===== src/sv/vtr_pkg.sv =====
package vtr_pkg;

  localparam int unsigned POS_W     = 15;
  localparam int unsigned CAP_W     = 15;
  localparam int unsigned TYPE_W    = 16;
  localparam int unsigned MAX_BURST = 6;
  localparam int unsigned QDEPTH    = MAX_BURST + 1;
  localparam int unsigned CNT_W     = $clog2(QDEPTH + 1);

  localparam logic [POS_W-1:0] TYPE_OFFSET    = 15'd12;
  localparam logic [POS_W-1:0] TYPE_OFFSET_LO = 15'd13;
  localparam logic [POS_W-1:0] POS_MAX        = 15'h7fff;
  localparam logic [POS_W:0]   HEADER_LEN     = 16'd14;
  localparam logic [POS_W:0]   TAGGED_MIN_LEN = 16'd18;
  localparam logic [POS_W+1:0] TAG_LEN        = 17'd4;

  localparam logic [CAP_W-1:0]  CAP_RESET       = 15'd9216;
  localparam logic [TYPE_W-1:0] VLAN_TYPE_RESET = 16'h8100;

  typedef enum logic [1:0] {
    ST_OK        = 2'd0,
    ST_MALFORMED = 2'd1,
    ST_NO_ROOM   = 2'd2
  } status_e;

  typedef enum logic {
    REG_CAPACITY  = 1'b0,
    REG_VLAN_TYPE = 1'b1
  } reg_e;

  typedef struct packed {
    logic [7:0] data;
    logic       last;
    status_e    status;
  } word_t;

endpackage


===== src/sv/vtr_in_if.sv =====
interface vtr_in_if;
  logic        valid;
  logic        ready;
  logic [7:0]  data_byte;
  logic        end_of_frame;
  logic        tag_present;
  logic [15:0] tag_control;
  logic [15:0] tag_protocol;

  modport source (
    output valid, data_byte, end_of_frame, tag_present, tag_control, tag_protocol,
    input  ready
  );
  modport sink (
    input  valid, data_byte, end_of_frame, tag_present, tag_control, tag_protocol,
    output ready
  );
endinterface


===== src/sv/vtr_out_if.sv =====
interface vtr_out_if;
  logic       valid;
  logic       ready;
  logic [7:0] out_byte;
  logic       out_last;
  logic [1:0] frame_status;

  modport source (
    output valid, out_byte, out_last, frame_status,
    input  ready
  );
  modport sink (
    input  valid, out_byte, out_last, frame_status,
    output ready
  );
endinterface


===== src/sv/vlan_tag_reinsert_stream_top.sv =====
// Accepted words are registered into the output queue; the first outer type byte is held.
// Input words are taken one per cycle while the output queue holds at most one word;
// the outer type byte pair of a frame loads two output words, or six when the tag is inserted.
// Output words drain one per cycle, while out_o.ready is high, from a seven-entry output queue.
// Reset (rst_ni low, async): frame state cleared, queue emptied, capacity 9216, VLAN type 0x8100.
module vlan_tag_reinsert_stream_top (
  input  logic        clk_i,
  input  logic        rst_ni,
  vtr_in_if.sink      in_i,
  vtr_out_if.source   out_o,
  input  logic        psel,
  input  logic        penable,
  input  logic        pwrite,
  input  logic [2:0]  paddr,
  input  logic [31:0] pwdata,
  output logic [31:0] prdata,
  output logic        pready
);
  import vtr_pkg::*;

  logic [CAP_W-1:0]  cap_q;
  logic [TYPE_W-1:0] vtype_q;

  logic [POS_W-1:0] pos_q, pos_d;
  logic [7:0]       held_q, held_d;
  logic             has_tag_q, has_tag_d;
  logic [15:0]      tci_q, tci_d;
  logic [15:0]      tpid_q, tpid_d;
  logic             ins_q, ins_d;
  logic             alr_q, alr_d;

  word_t            q_q [QDEPTH];
  word_t            q_d [QDEPTH];
  logic [CNT_W-1:0] cnt_q, cnt_d;

  word_t            new_w [MAX_BURST];
  logic [CNT_W-1:0] n_new;
  logic [CNT_W-1:0] last_idx;
  logic [CNT_W-1:0] base;
  logic             push, pop, cfg_wr;
  logic             first, at_hi, at_lo, do_insert;
  logic             cur_tag;
  logic [15:0]      cur_tci, cur_tpid;
  logic             cur_ins, cur_alr;
  logic [15:0]      outer;
  logic [POS_W:0]   len;
  logic [POS_W+1:0] len_tag;
  status_e          status;
  reg_e             reg_sel;

  // config port
  assign pready  = 1'b1;
  assign cfg_wr  = psel & penable & pwrite & pready;
  assign reg_sel = reg_e'(paddr[2]);

  always_comb begin
    case (reg_sel)
      REG_CAPACITY:  prdata = {17'd0, cap_q};
      REG_VLAN_TYPE: prdata = {16'd0, vtype_q};
      default:       prdata = '0;
    endcase
  end

  always_ff @(posedge clk_i or negedge rst_ni) begin
    if (!rst_ni) begin
      cap_q   <= CAP_RESET;
      vtype_q <= VLAN_TYPE_RESET;
    end else if (cfg_wr) begin
      case (reg_sel)
        REG_CAPACITY:  cap_q   <= pwdata[CAP_W-1:0];
        REG_VLAN_TYPE: vtype_q <= pwdata[TYPE_W-1:0];
        default: ;
      endcase
    end
  end

  // handshakes
  assign in_i.ready = (cnt_q <= CNT_W'(1));
  assign push       = in_i.valid & in_i.ready;
  assign out_o.valid = (cnt_q != '0);
  assign pop        = out_o.valid & out_o.ready;

  assign out_o.out_byte     = q_q[0].data;
  assign out_o.out_last     = q_q[0].last;
  assign out_o.frame_status = q_q[0].status;

  // per-word frame logic
  always_comb begin
    first     = (pos_q == '0);
    at_hi     = (pos_q == TYPE_OFFSET);
    at_lo     = (pos_q == TYPE_OFFSET_LO);
    cur_tag   = first ? in_i.tag_present  : has_tag_q;
    cur_tci   = first ? in_i.tag_control  : tci_q;
    cur_tpid  = first ? in_i.tag_protocol : tpid_q;
    outer     = {held_q, in_i.data_byte};
    do_insert = at_lo & cur_tag & (outer != vtype_q);
    cur_ins   = ~first & ins_q | do_insert;
    cur_alr   = at_lo ? (cur_tag & ~do_insert) : (~first & alr_q);

    len     = {1'b0, pos_q} + 16'd1;
    len_tag = {1'b0, len} + TAG_LEN;
    if (len > {1'b0, cap_q})                     status = ST_NO_ROOM;
    else if (!cur_tag)                           status = ST_OK;
    else if (len < HEADER_LEN)                   status = ST_MALFORMED;
    else if (cur_alr)                            status = (len < TAGGED_MIN_LEN) ? ST_MALFORMED
                                                                                 : ST_OK;
    else if (cur_ins && (len_tag > {2'b0, cap_q})) status = ST_NO_ROOM;
    else                                         status = ST_OK;

    for (int k = 0; k < MAX_BURST; k++) begin
      new_w[k] = '{data: in_i.data_byte, last: 1'b0, status: ST_OK};
    end
    if (at_hi) begin
      n_new = in_i.end_of_frame ? CNT_W'(1) : CNT_W'(0);
    end else if (do_insert) begin
      n_new         = CNT_W'(6);
      new_w[0].data = cur_tpid[15:8];
      new_w[1].data = cur_tpid[7:0];
      new_w[2].data = cur_tci[15:8];
      new_w[3].data = cur_tci[7:0];
      new_w[4].data = held_q;
    end else if (at_lo) begin
      n_new         = CNT_W'(2);
      new_w[0].data = held_q;
    end else begin
      n_new = CNT_W'(1);
    end

    last_idx = n_new - CNT_W'(1);
    for (int k = 0; k < MAX_BURST; k++) begin
      if (in_i.end_of_frame && (last_idx == CNT_W'(k))) begin
        new_w[k].last   = 1'b1;
        new_w[k].status = status;
      end
    end
  end

  // output queue
  always_comb begin
    base = cnt_q - {{(CNT_W-1){1'b0}}, pop};
    for (int j = 0; j < QDEPTH; j++) begin
      q_d[j] = (pop && (j < QDEPTH - 1)) ? q_q[(j + 1) % QDEPTH] : q_q[j];
    end
    if (push) begin
      for (int k = 0; k < MAX_BURST; k++) begin
        if (CNT_W'(k) < n_new) begin
          if (base[0]) q_d[k + 1] = new_w[k];
          else         q_d[k]     = new_w[k];
        end
      end
    end
    cnt_d = base + (push ? n_new : CNT_W'(0));
  end

  // frame state next
  always_comb begin
    pos_d     = pos_q;
    held_d    = held_q;
    has_tag_d = has_tag_q;
    tci_d     = tci_q;
    tpid_d    = tpid_q;
    ins_d     = ins_q;
    alr_d     = alr_q;
    if (push) begin
      has_tag_d = cur_tag;
      tci_d     = cur_tci;
      tpid_d    = cur_tpid;
      ins_d     = cur_ins;
      alr_d     = cur_alr;
      if (at_hi) held_d = in_i.data_byte;
      if (in_i.end_of_frame)  pos_d = '0;
      else if (pos_q < POS_MAX) pos_d = pos_q + POS_W'(1);
    end
  end

  always_ff @(posedge clk_i or negedge rst_ni) begin
    if (!rst_ni) begin
      pos_q     <= '0;
      held_q    <= '0;
      has_tag_q <= 1'b0;
      tci_q     <= '0;
      tpid_q    <= '0;
      ins_q     <= 1'b0;
      alr_q     <= 1'b0;
      cnt_q     <= '0;
    end else begin
      pos_q     <= pos_d;
      held_q    <= held_d;
      has_tag_q <= has_tag_d;
      tci_q     <= tci_d;
      tpid_q    <= tpid_d;
      ins_q     <= ins_d;
      alr_q     <= alr_d;
      cnt_q     <= cnt_d;
    end
  end

  always_ff @(posedge clk_i) begin
    for (int j = 0; j < QDEPTH; j++) begin
      q_q[j] <= q_d[j];
    end
  end

  a_cnt_bound: assert property (@(posedge clk_i) disable iff (!rst_ni)
    cnt_q <= CNT_W'(QDEPTH))
    else $error("output queue overflow");

  a_hold_type: assert property (@(posedge clk_i) disable iff (!rst_ni)
    push && at_hi && !in_i.end_of_frame && !pop |=> cnt_q == $past(cnt_q))
    else $error("held type byte produced output");

  a_eof_pos: assert property (@(posedge clk_i) disable iff (!rst_ni)
    push && in_i.end_of_frame |=> pos_q == '0)
    else $error("position not cleared after frame end");

  a_status_last: assert property (@(posedge clk_i) disable iff (!rst_ni)
    out_o.valid && !out_o.out_last |-> out_o.frame_status == ST_OK)
    else $error("status on non-final word");

  a_burst: assert property (@(posedge clk_i) disable iff (!rst_ni)
    push && do_insert |=> cnt_q >= CNT_W'(MAX_BURST))
    else $error("tag burst not queued");

endmodule

===== src/flat_wrapper.sv =====
// flat-port wrapper written by rule: the top's interface ports become plain ports
module vlan_tag_reinsert_stream_top_flat import vtr_pkg::*;
  (clk_i, rst_ni, psel, penable, pwrite, paddr, pwdata, prdata, pready, in_i_valid, in_i_data_byte, in_i_end_of_frame, in_i_tag_present, in_i_tag_control, in_i_tag_protocol, in_i_ready, out_o_valid, out_o_out_byte, out_o_out_last, out_o_frame_status, out_o_ready);
  vtr_in_if in_i_i ();
  vtr_out_if out_o_i ();
  input  logic clk_i;
  input  logic rst_ni;
  input  logic psel;
  input  logic penable;
  input  logic pwrite;
  input  logic [2:0] paddr;
  input  logic [31:0] pwdata;
  output logic [31:0] prdata;
  output logic pready;
  input wire logic [$bits(in_i_i.valid)-1:0] in_i_valid;
  input wire logic [$bits(in_i_i.data_byte)-1:0] in_i_data_byte;
  input wire logic [$bits(in_i_i.end_of_frame)-1:0] in_i_end_of_frame;
  input wire logic [$bits(in_i_i.tag_present)-1:0] in_i_tag_present;
  input wire logic [$bits(in_i_i.tag_control)-1:0] in_i_tag_control;
  input wire logic [$bits(in_i_i.tag_protocol)-1:0] in_i_tag_protocol;
  output wire logic [$bits(in_i_i.ready)-1:0] in_i_ready;
  output wire logic [$bits(out_o_i.valid)-1:0] out_o_valid;
  output wire logic [$bits(out_o_i.out_byte)-1:0] out_o_out_byte;
  output wire logic [$bits(out_o_i.out_last)-1:0] out_o_out_last;
  output wire logic [$bits(out_o_i.frame_status)-1:0] out_o_frame_status;
  input wire logic [$bits(out_o_i.ready)-1:0] out_o_ready;
  assign in_i_i.valid = in_i_valid;
  assign in_i_i.data_byte = in_i_data_byte;
  assign in_i_i.end_of_frame = in_i_end_of_frame;
  assign in_i_i.tag_present = in_i_tag_present;
  assign in_i_i.tag_control = in_i_tag_control;
  assign in_i_i.tag_protocol = in_i_tag_protocol;
  assign in_i_ready = in_i_i.ready;
  assign out_o_valid = out_o_i.valid;
  assign out_o_out_byte = out_o_i.out_byte;
  assign out_o_out_last = out_o_i.out_last;
  assign out_o_frame_status = out_o_i.frame_status;
  assign out_o_i.ready = out_o_ready;
  vlan_tag_reinsert_stream_top u_core (.clk_i(clk_i), .rst_ni(rst_ni), .in_i(in_i_i), .out_o(out_o_i), .psel(psel), .penable(penable), .pwrite(pwrite), .paddr(paddr), .pwdata(pwdata), .prdata(prdata), .pready(pready));
endmodule

===== config.mk =====
export PLATFORM = sky130hd
export DESIGN_NAME = vlan_tag_reinsert_stream_top_flat
export DESIGN_NICKNAME = d
export VERILOG_FILES = /design/src/sv/vtr_pkg.sv /design/src/sv/vtr_in_if.sv /design/src/sv/vtr_out_if.sv /design/src/sv/vlan_tag_reinsert_stream_top.sv /design/src/flat_wrapper.sv
export SDC_FILE = /design/constraint.sdc
export NUM_CORES = 1
export LEC_CHECK = 0
export BUFFER_PORTS_ARGS = -buffer_cell sky130_fd_sc_hd__buf_2
export CORE_ASPECT_RATIO = 1.5
export CORE_UTILIZATION = 43
export CTS_CLUSTER_SIZE = 40
export DETAILED_ROUTE_END_ITERATION = 16
export GPL_TIMING_DRIVEN = 0
export PLACE_DENSITY = 0.68
export SYNTH_ARGS = -nofsm -noshare
export SYNTH_HDL_FRONTEND = slang
export SYNTH_SLANG_ARGS = --single-unit
export TNS_END_PERCENT = 20

===== constraint.sdc =====
create_clock -name clk_i -period 10.1 [get_ports clk_i]
set_input_delay 2.02 -clock clk_i [delete_from_list [all_inputs] [get_ports clk_i]]
set_output_delay 2.02 -clock clk_i [all_outputs]
set_load 0.05 [all_outputs]

==> results.yml, run 1 <==
setup_path:
  crit_fanout: 10
  cp.required_ns: 10.42
  setup.worst_path.start_class: "primary input"
  endpoint_kind: "flop"
  cp.arrival_ns: 6.57
  critPathKind: "in2reg"
pwr:
  p_switching_mw: 1.28
  pwr-share-seq_pct: 34.5
  combPwrFrac_pct: 45.6
  switching_share_pct: 41.4
  ir_worst_vdd_uv: 144
  power_density_nw_per_um2: 264
  leakagePower_nw: 5.21
  internal_power_mw: 1.81
  p_clk_share_pct: 19.9
grt:
  track_usage_pct: 26.5
  grt_overflow: 0
  antenna_found_initial: 0
  grt_max_degree: 63
  grt_pass1_vias: 8738
  grt_first_pass_wirelength_mm: 48.0
sta:
  slew_headroom_pct: 10.2
  rsz0062_at_grt: "no"
  fin_worst_skew_ns: 0.0100
  finalMaxSlewViolations: 0
  fin_crit_ns: 6.24
  fin_crit_sh_pct: 61.8
  max_freq_mhz: 160
  fin_tns_setup_ns: 0
  worst_slew_pin_slew_ns: 1.33
  setup_viol: 0
  hold_viol_final: 0
clock_tree:
  htreeDepth: 4
  root_buffer: "clkbuf_16"
  insertion_delay_ns: 0.44
  clock_sinks: 169
  hold_buffers: 0
  clock_path_buffers: 2
  post_cts_buffers: 0
  cts_tree: "built"
  ctsResizeCount: 0
  cts_buffers: 17
  cts.clk_slew.worst_paths_ns: 0.07
synthesis:
  synth-edff-count: 11
  synth_area_leaders: "dfrtp_1 22%, dfxtp_1 13%, mux2_2 11%"
  synth_top_area_share_pct: 21.6
  yosysSeqAreaShare_pct: 38.8
  syn_inst: 1098
  yosysUniqueCellTypes: 78
  ys_warn_count: 0
  avgSynthCellArea_um2: 9.28
  yosysTopAreaCell: "dfrtp_1"
  synth_ff_type: "dfrtp_1"
  ys_async_sr_fraction_pct: 54.4
  yosys-top-cells-count: "162 x nand2_1, 97 x mux2_2, 88 x dfrtp_1, 72 x nor2_1, 66 x dfxtp_1"
  yosysMostFrequentCell: "nand2_1"
  netlist_area_um2: 10200
  yosys_register_bits: 169
job:
  drv_cap: 0
floorplanning:
  die_h_um: 191
  die-area_um2: 24300
  core_region_area_um2: 23100
  fp.dieW_um: 128
  start_util_pct: 44.0
  boundaryPins: 130
  fp-row-count: 68
placed_design:
  place.port_buffers: 94
  gp_congestion: 0.984
  dp_hpwl_mm: 23.8
  placed_cells: 1523
  post_dp_cell_area_um2: 11100
cells_and_area:
  area_growth_syn_to_layout_pct: 14.6
  n_antenna_cell: 0
  stdcell_area_um2: 11700
  drive_gt1_share_pct: 23.1
  nFillCells: 2228
  fin_nets: 1349
  final_cells: 1555
detailed_routing:
  firstDrtPassIters: 8
  routedWlPerCell_um: 20.2
  routed_wl_mm: 31.5
  drc: 0
  ant_nets: 0
  via_per_inst: 5.67
  vias: 8823
  drt_iter0_markers: 690
min_path:
  hold_class: "reg2reg"
run_status:
  status: "complete, no violations"
state kept, by name, summed over array words and instances, names as in the netlist, 3 cells and up:
signal,flops
u_core.held_q,8
u_core.cap_q,15
u_core.tpid_q,16
u_core.pos_q,15
u_core.tci_q,16
u_core.q_q,77
u_core.vtype_q,16
u_core.cnt_q,3
routing by layer:
| layer | vias to the layer above | routed length (um) | share of wire (%) | GRT usage, % |
|---|---|---|---|---|
| met5 | - | 0 | 0 | 0.840 |
| met4 | 0 | 2110 | 6.7 | 18.7 |
| met2 | 330 | 16300 | 52 | 48.1 |
| li1 | 4154 | - | - | - |
| met3 | 117 | 1360 | 4.3 | 3.45 |
| met1 | 4222 | 11700 | 37 | 28.0 |
power by group through the flow:
stage,registers (mW),logic [mW],clock network (mW)
after floorplan,1.09,0.987,0
after global placement,1.06,1.37,0
after detailed placement,1.07,1.39,0
after CTS,1.06,1.40,0.619
after global routing,1.09,1.51,0.647
final,1.06,1.41,0.613
critical path, stage by stage:
cell and delay [ns]:
buf_2 0.08, nand2_1 0.12, inv_2 0.23, buf_1 0.58, clkbuf_1 0.54, ha_1 0.34, clkbuf_1 0.30, inv_1 0.21
clkbuf_1 0.49, clkbuf_1 0.55, ha_1 0.26, inv_1 0.05, fa_1 0.38, xor2_1 0.16, xnor2_1 0.13, xnor2_1 0.13
cell families after synthesis:
logic type               Yosys count  share of synthesized area [%]
AND/OR/NAND/NOR                  376                           17.9
AO/OA/AOI/OAI                    195                           12.2
flip-flops                       169                           38.8
multiplexers                     155                           16.6
buffers and inverters            120                           5.87
XOR/XNOR                          43                           3.70
adder cells (fa/ha/maj)           38                           4.74
other                              2                         0.0737
worst paths after layout:
path | startpoint | to | slack, ns | cells past startpoint
max | out_o_ready | u_core.cnt_q[2] | 3.86 | 16
min | u_core.q_q[5][1] | u_core.q_q[4][1] | 0.45 | 2
min reg2reg | u_core.q_q[5][1] | u_core.q_q[4][1] | 0.45 | 2
max in group asynchronous | rst_ni | u_core.vtype_q[8] | 7.88 | 2
max reg2reg | u_core.cnt_q[2] | u_core.cnt_q[2] | 4.96 | 16
min in group asynchronous | rst_ni | u_core.tci_q[4] | 1.51 | 1
cell usage in the layout, fill, tap and decap left out, types with 7 or more instances in the layout:
master     Yosys  routed
buf_4         23      24
nor4_1        16      16
dfrtp_1       88      88
a21o_1        14      14
o211ai_1       9       9
clkbuf_16      0      17
and3_1        29      29
o22ai_1       10      10
nand3_1       20      20
a21oi_1       60      60
conb_1         2      17
inv_1         36      36
nor2_1        72      72
dfxtp_1       66      66
o21ai_0       34      34
ha_1          37      37
mux2_2        97      97
buf_6          7       7
buf_2          7     100
a31oi_1       10      10
nor3_1        13      13
nand4_1       18      18
xor2_1        11      11
xnor2_1       32      32
mux2i_1       55      55
o311ai_0       8       8
clkbuf_1      41      42
edfxtp_1      11      11
nand2_1      162     162
o31ai_1       12      12
metrics by stage:
stage                     hold slack (ns)  power (mW)  setup WS, ns  utilization [%]
after floorplan                     0.430        2.07          4.78                -
after detailed placement            0.442        2.47          3.46             48.1
after CTS                           0.453        3.08          3.93             50.5
after global placement              0.437        2.43          3.48             48.0
after global routing                0.469        3.25          3.64             50.5
final                               0.454        3.08          3.86             50.5
area by class of cell:
| type | instances | area, um^2 | share of cell area [%] |
|---|---|---|---|
| Sequential cell | 169 | 3960 | 33.9 |
| Buffer | 83 | 459 | 3.93 |
| Tap cell | 315 | 394 | 3.38 |
| Inverter | 37 | 139 | 1.19 |
| Clock buffer | 19 | 443 | 3.79 |
| Clock inverter | 13 | 91.3 | 0.782 |
| Multi-Input combinational cell | 824 | 5690 | 48.7 |
| Timing Repair Buffer | 95 | 500 | 4.29 |
Note: power is estimated with default switching activity, not from simulation.
==> run 2: changes to the inputs <==
--- a/config.mk
+++ b/config.mk
@@ -5,6 +5,7 @@
 export SDC_FILE = /design/constraint.sdc
 export NUM_CORES = 1
 export LEC_CHECK = 0
+export ABC_AREA = 1
 export BUFFER_PORTS_ARGS = -buffer_cell sky130_fd_sc_hd__buf_2
 export CORE_ASPECT_RATIO = 1.5
 export CORE_UTILIZATION = 43
==> constraint.sdc (replaced) <==
create_clock -name clk_i -period 6.13 [get_ports clk_i]
set_input_delay 1.226 -clock clk_i [delete_from_list [all_inputs] [get_ports clk_i]]
set_output_delay 1.226 -clock clk_i [all_outputs]
set_load 0.05 [all_outputs]
==> results.yml, run 2 <==
synthesis:
  yosysSeqAreaShare_pct: 38.3
  syn_inst: 1399
  ys_async_sr_fraction_pct: 54.4
  yosysMostFrequentCell: "nand2_1"
  yosysTopAreaCell: "dfrtp_1"
  synth-edff-count: 11
  yosys_register_bits: 169
  synth_ff_type: "dfrtp_1"
  netlist_area_um2: 10300
  synth_area_leaders: "dfrtp_1 21%, nand2_1 14%, dfxtp_1 13%"
  yosysUniqueCellTypes: 60
  ys_warn_count: 0
  synth_top_area_share_pct: 21.3
  yosys-top-cells-count: "390 x nand2_1, 179 x o21ai_0, 154 x inv_1, 88 x dfrtp_1, 77 x nor2_1"
  avgSynthCellArea_um2: 7.39
run_status:
  status: "complete, no violations"
sta:
  worst_slew_pin_slew_ns: 0.818
  max_freq_mhz: 238
  finalWorstSetupSlack_ns: 1.92
  setup_viol: 0
  fin_worst_skew_ns: 0.0128
  fin_crit_sh_pct: 68.6
  hold_viol_final: 0
  finalHoldWorstSlack_ns: 0.479
  slew_headroom_pct: 43.9
  fin_crit_ns: 4.21
  finalMaxSlewViolations: 0
  fin_tns_setup_ns: 0
  rsz0062_at_grt: "no"
detailed_routing:
  firstDrtPassIters: 11
  drt_iter0_markers: 627
  drc: 0
  routed_wl_mm: 32.4
  vias: 9770
  ant_nets: 0
  via_per_inst: 5.25
  routedWlPerCell_um: 17.4
floorplanning:
  core_region_area_um2: 23700
  die_h_um: 192
  start_util_pct: 43.7
  boundaryPins: 130
  die-area_um2: 24700
  fp-row-count: 69
  fp.dieW_um: 129
placed_design:
  placed_cells: 1828
  pre_cts_ws_ns: 1.48
  place.port_buffers: 94
  dp_hpwl_mm: 25.2
  gp_congestion: 0.957
clock_tree:
  root_buffer: "clkbuf_16"
  insertion_delay_ns: 0.44
  cts_tree: "built"
  cts_buffers: 17
  hold_buffers: 0
  post_cts_buffers: 0
  clock_path_buffers: 2
  cts.clk_slew.worst_paths_ns: 0.07
  htreeDepth: 4
  ctsResizeCount: 0
  clock_sinks: 169
setup_path:
  critPathKind: "in2reg"
  crit_fanout: 10
  cp.arrival_ns: 4.53
  endpoint_kind: "flop"
  regToRegStartpoint: "u_core.cnt_q[1]"
  crit_chain: "buf_2, nand2_1, clkinv_1, clkbuf_1, ha_1, clkinv_1, nor2_2, inv_1, clkbuf_1, a21oi_1, o21ai_0"
  cp-startpoint: "out_o_ready"
  crit_path_top_delay_cell: "ha_1"
  cp.required_ns: 6.45
  cp_num_buf_inv: 6
  critical_path.top_delay_family: "buffers and inverters"
  slowest_delay_ns: 0.66
  setup.worst_path.start_class: "primary input"
job:
  drv_cap: 0
grt:
  grt_overflow: 0
  antenna_found_initial: 1
  track_usage_pct: 27.4
  grt_max_degree: 68
  grt_first_pass_wirelength_mm: 50.6
  grt_pass1_vias: 9418
min_path:
  hold_class: "reg2reg"
  min_from: "u_core.q_q[0][7]"
cells_and_area:
  nFillCells: 2421
  regArea_um2: 3960
  multi_input_area_um2: 5370
  fin_nets: 1650
  final_util_pct: 50.1
  area_growth_syn_to_layout_pct: 14.7
  drive_gt1_share_pct: 15.3
  layout_commonest_cell: "nand2_1"
  largest_reg_flops: 77
  top_register: "u_core.q_q"
  final_cell_mix: "390 x nand2_1, 179 x o21ai_0, 154 x inv_1"
  final_cells: 1861
pwr:
  power_density_nw_per_um2: 495
  ir_worst_vdd_uv: 241
  leakagePower_nw: 5.76
## run 2: per-stage QoR
stage / cell area, um^2 / total power [mW]
finish: 11900 / 5.87
global route: 11900 / 6.26
CTS: 11800 / 5.85
detailed placement: 11300 / 4.80
global placement: 11300 / 4.72
floorplan: 10400 / 3.89
## run 2: path summary, 6_finish.rpt
check,endpoint,slack (ns),depth (start not counted)
hold / removal,u_core.q_q[0][7],0.48,2
hold reg to reg,u_core.q_q[0][7],0.48,2
setup reg to reg,u_core.q_q[1][2],2.16,12
min in group asynchronous,u_core.pos_q[7],0.71,1
max in group asynchronous,u_core.vtype_q[8],4.71,2
setup / recovery,u_core.q_q[1][2],1.92,11
## run 2: cell families after synthesis
group           after synthesis  share of synthesized area, %
other cells                   2                        0.0727
fa+ha+maj                    38                          4.67
xor+xnor                     32                          2.89
buf+inv                     248                          10.3
compound gates              301                          16.8
simple gates                586                          24.7
mux                          23                          2.24
flops                       169                          38.3
## run 2: report_power, final
| part | switching, mW | leakage, nW | internal (mW) |
|---|---|---|---|
| combinational | 2.15 | 3.65 | 0.934 |
| sequential | 0.222 | 1.84 | 1.52 |
| clock | 0.489 | 0.269 | 0.558 |
| total | 2.86 | 5.76 | 3.01 |
## run 2: final cells by class
type                    instances  share of cell area, %
clock buffers                  20                   3.95
repair buffers                 95                   4.22
clock inverters                12                  0.760
inverters                     171                   5.47
well taps                     319                   3.37
diodes                          1                 0.0211
flip-flops and latches        169                   33.4
multi-input cells             997                   45.3
plain buffers                  77                   3.48
## run 2: worst reg2reg max path, delay by kind of cell (launching register included)
family | cells | cell delay, ns
AOI/OAI and AO/OA | 2 | 0.35
adders and majority gates | 1 | 0.66
buffers and inverters | 5 | 1.58
DFF | 1 | 0.38
and+or+nand+nor | 4 | 0.88
## run 2: layer usage
layer	track usage [%]	vias to the layer above	wire length (um)
li1	-	4796	-
met1	29.9	4528	12400
met2	48.3	357	16100
met3	4.01	89	1530
met4	19.5	0	2400
met5	0	-	0
